File: config.mk
export PLATFORM = sky130hd
export DESIGN_NAME = wnrl_ram
export DESIGN_NICKNAME = d
export VERILOG_FILES = /design/src/rtl/wnrl_ram.sv
export SDC_FILE = /design/constraint.sdc
export NUM_CORES = 1
export LEC_CHECK = 0
export BUFFER_PORTS_ARGS = -buffer_cell sky130_fd_sc_hd__buf_2
export CAP_MARGIN = 20
export CORE_MARGIN = 10
export CORE_UTILIZATION = 45
export CTS_BUF_LIST = sky130_fd_sc_hd__clkbuf_8 sky130_fd_sc_hd__clkbuf_16
export CTS_CLUSTER_DIAMETER = 120
export DETAILED_ROUTE_END_ITERATION = 12
export MAX_ROUTING_LAYER = met4
export PLACE_DENSITY = 0.69
export SLEW_MARGIN = 20
export SYNTH_ARGS = -nofsm -noshare
export SYNTH_HDL_FRONTEND = slang
export SYNTH_SLANG_ARGS = --single-unit
File: constraint.sdc
create_clock -name clk -period 2.2 [get_ports clk]
set_clock_uncertainty 0.1 [all_clocks]
set_input_delay 0.11 -clock clk [delete_from_list [all_inputs] [get_ports clk]]
set_output_delay 0.11 -clock clk [all_outputs]
set_load 0.02 [all_outputs]
File: src/rtl/wnrl_ram.sv
`timescale 1ns / 1ps
`default_nettype none

module wnrl_ram #(
  parameter int WIDTH = 8,
  parameter int DEPTH = 16
) (
  input  wire logic                                clk,
  input  wire logic                                we,
  input  wire logic [((DEPTH > 1) ? $clog2(DEPTH) : 1)-1:0] waddr,
  input  wire logic [WIDTH-1:0]                    wdata,
  input  wire logic                                re,
  input  wire logic [((DEPTH > 1) ? $clog2(DEPTH) : 1)-1:0] raddr,
  output logic      [WIDTH-1:0]                    rdata
);

  logic [WIDTH-1:0] mem [DEPTH];

  // single write port, registered read port
  always_ff @(posedge clk) begin
    if (we) begin
      mem[waddr] <= wdata;
    end
    if (re) begin
      rdata <= mem[raddr];
    end
  end

endmodule

`default_nettype wire

# Word-level counts from Yosys, hierarchy flattened
# Memory sizes are Yosys's and may differ from the RTL's. A register that Yosys moved wholly into a read port is not among the register bits.
# Cells that the tools add are included.
op_classes:
  mux: 2
op_table:
  columns: ["op", "count"]
  rows:
  - ["1-bit 2-to-1 mux", 2]
totals:
  memories: 1
  reg_bits: 0
  inputBits: 19
  word_cells: 3
  output_inout_bits: 8
  ram_bits: 128
memory_table:
  columns: ["name", "words", "word_bits", "read_ports", "rd_clocked_by_memory_dff", "write_ports", "line_no", "text"]
  rows:
  - ["mem", 16, 8, 1, 1, 1, "17", "logic [WIDTH-1:0] mem [DEPTH];"]

# Logic depth before layout (Yosys ltp)
depth:
  ltp_word: 2
  ltp_mapped: 5
  ltp_nobuf: 3

# Least setup slack after synthesis
# OpenSTA, ideal clock, no wires.
synth_path:
  path_kind: "in2reg"
  from: "in waddr[2] in the netlist's numbering"
  to: "mem mem[0][0], enable pin"
  setup_time_ps: 383
  path_slack_ps: 497
  required_ps: 1717
  stages: 2
  arrival_time_ps: 1220
  n_path_buf: 0
  path_cell_list: "or3b_2 -> nor3_1"
synth_lines:
  columns: ["element", "line_no", "text"]
  rows:
  - ["start, declared", "10", "input wire logic [((DEPTH > 1) ? $clog2(DEPTH) : 1)-1:0] waddr,"]
  - ["end, declared", "17", null]
# No word-level cell before the write port.

==> impl_metrics.toml <==
[run_status]
status = "finished clean"

[pwr]
power_leakage_uw = 0.00218
p_comb_share_pct = 4.8
switchingPower_uw = 1150
p_int_uw = 5020
ir_worst_vdd_v = 0.000552
swShare_pct = 18.7
pwr-share-clk_pct = 47.7
power_density_mw_per_mm2 = 975
power.share.sequential_pct = 47.6

[route]
route.detailed.drc = 0
route.vias.total = 2512
wl_um = 10300
firstDrtPassIters = 6
drt_iter0_markers = 260
final_antenna_net_count = 0
avgViaCountPerCell = 5.59
wire_per_inst_um = 22.9

[floorplanning]
die-area_mm2 = 0.0163
ios = 27
die_y_um = 128
die-width_um = 128
coreArea_mm2 = 0.0114
rows = 39
start_util_pct = 45.8

[clock_tree]
root_buffer = "clkbuf_16"
h-tree-depth = 4
clk_pin_slew_ns = 0.05
clockBufferDepth = 2
clkSinkCount = 136
cts_tree = "built"
insertion_delay_ns = 0.41
cts_buffers = 17

[min_path]
holdCritPathClass = "input pin to register"

[global_routing]
grt_pass1_vias = 2573
grt_pass1_wl_um = 15800
grt.total_usage_pct = 13.8
antenna_found_initial = 1
grt-ovfl-total = 0
grt_start_max_net_pins = 33

[timing]
fin_tns_setup_ns = 0
tightest_slew_ns = 0.664
period_needed_ns = 1.62
rsz0062_at_grt = "false"
drv_slew = 0
timing.fmax_mhz = 618
min_period_over_period_pct = 73.5
finalHoldViolations = 0
relSlewSlack_pct = 55.6
setup_viol = 0

[logic_synthesis]
syn_nets = 248
synth_warnings = 0
ys_ff_latch = 136
synth_area_mm2 = 0.00523
netlist_instances = 229
synth.avg_cell_area_um2 = 22.8
yosysUniqueCellTypes = 18
seq_area_frac_synth_pct = 78.1

[layout]
drive_gt1_share_pct = 30.2
regArea_mm2 = 0.00408
finalNetCount = 312
n_fill_cell = 874
multiInputGateArea_mm2 = 0.00106
area_growth_pct = 21.1
utilization_pct = 55.5

[run]
cap_violations = 0

[place]
io_buffer_count = 26
dp_hpwl_um = 6360
gp_congestion = 0.737

[setup_path]
arrival_ns = 1.66
end_kind = "register"
critPathKind = "register to register"
required_ns = 2.24
start_kind = "register"
path_max_fanout = 1
-- power by group through the flow --
stage,clock (uW),combinational (uW),sequential (uW)
floorplan,0,147,3000
detailed placement,0,287,2990
finish,2940,293,2940
global placement,0,282,2990
CTS,2980,300,2940
global route,3100,320,2940
-- kinds of logic after synthesis --
kind of cell	Yosys count	synth area share, %
flops	136	78.1
compound gates	16	2.30
simple gates	35	3.14
mux	32	14.8
buf+inv	10	1.65
-- per-layer routing --
metal / part of all wire, % / GRT usage, %
met5: 0 / -
met4: 2.0 / 6.36
met3: 5.9 / 4.30
met2: 48 / 19.7
met1: 44 / 17.7
-- through the flow --
stage / hold WS (ns) / area (um2) / instances / setup slack (ns) / total power (uW)
3_3_place_gp: 0.394 / 5630 / 409 / 0.389 / 3270
2_1_floorplan: 0.109 / 5230 / 229 / 0.497 / 3150
6_report: 0.0454 / 6330 / 449 / 0.583 / 6170
4_1_cts: 0.0326 / 6330 / 448 / 0.591 / 6220
5_1_grt: 0.0312 / 6330 / 449 / 0.544 / 6360
3_5_place_dp: 0.401 / 5630 / 409 / 0.384 / 3280
-- sequential cells by signal (all words and copies together) (netlist names) --
name / flops
rdata: 8
mem: 128
-- final cells by class --
cell class                 instances  area share, %
antenna                            1         0.0395
clock buffer                      17           6.72
clock inverter                    14           3.02
multi-input combinational         83           16.7
sequential                       136           64.5
tap                              143           2.83
timing repair buffer              55           6.20
-- worst max-delay path, cell delays in order, from the launching register on --
cell and delay (ns):
edfxtp_1 0.36, mux4_1 0.51, a22oi_1 0.23, nand2_1 0.14
-- path summary, 6_finish.rpt --
| kind | from | end | slack [ns] | cells after the start |
|---|---|---|---|---|
| worst max-delay path | mem[1][2]$_DFFE_PP_ | rdata[2]$_DFFE_PP_ | 0.58 | 3 |
| worst min-delay path | wdata[5] | mem[7][5]$_DFFE_PP_ | 0.05 | 1 |
| worst max register to register | mem[1][2]$_DFFE_PP_ | rdata[2]$_DFFE_PP_ | 0.58 | 3 |
| worst min register to register | mem[15][4]$_DFFE_PP_ | rdata[4]$_DFFE_PP_ | 0.64 | 3 |
-- repair_timing --
item                      in CTS  in global routing
buffers inserted               0                  0
hold buffers                   8                  0
hold endpoints to repair     120                  0
resized for setup              0                  0
-- synthesized netlist by cell type --
cell type	number	share of area, %
nor2_1	13	0.93
buf_6	3	0.65
and2b_1	1	0.14
nand3b_1	2	0.29
clkdlybuf4s25_2	3	0.57
a22oi_1	16	2.3
buf_4	1	0.14
mux4_1	14	7.0
nor2b_1	1	0.12
nand3_1	1	0.096
and2_1	1	0.12
mux4_2	18	7.8
buf_2	3	0.29
nand2_1	9	0.65
or3b_2	1	0.17
nand2b_1	2	0.24
nor3_1	4	0.38
edfxtp_1	136	78
-- placed cells by master, fill, tap and decap left out --
cell type	n
diode_2	1
nand2_1	9
mux4_2	18
bufinv_16	5
mux4_1	14
nand2b_1	2
buf_12	2
nand3b_1	2
nand3_1	1
edfxtp_1	136
or3b_2	1
buf_2	26
nor2_1	13
nor2b_1	1
buf_4	19
inv_1	4
clkinv_1	1
a22oi_1	16
clkinv_2	3
and2b_1	1
dlygate4sd3_1	8
nor3_1	4
clkinvlp_4	1
and2_1	1
clkbuf_16	17
Power figures use the tool's default switching activity.
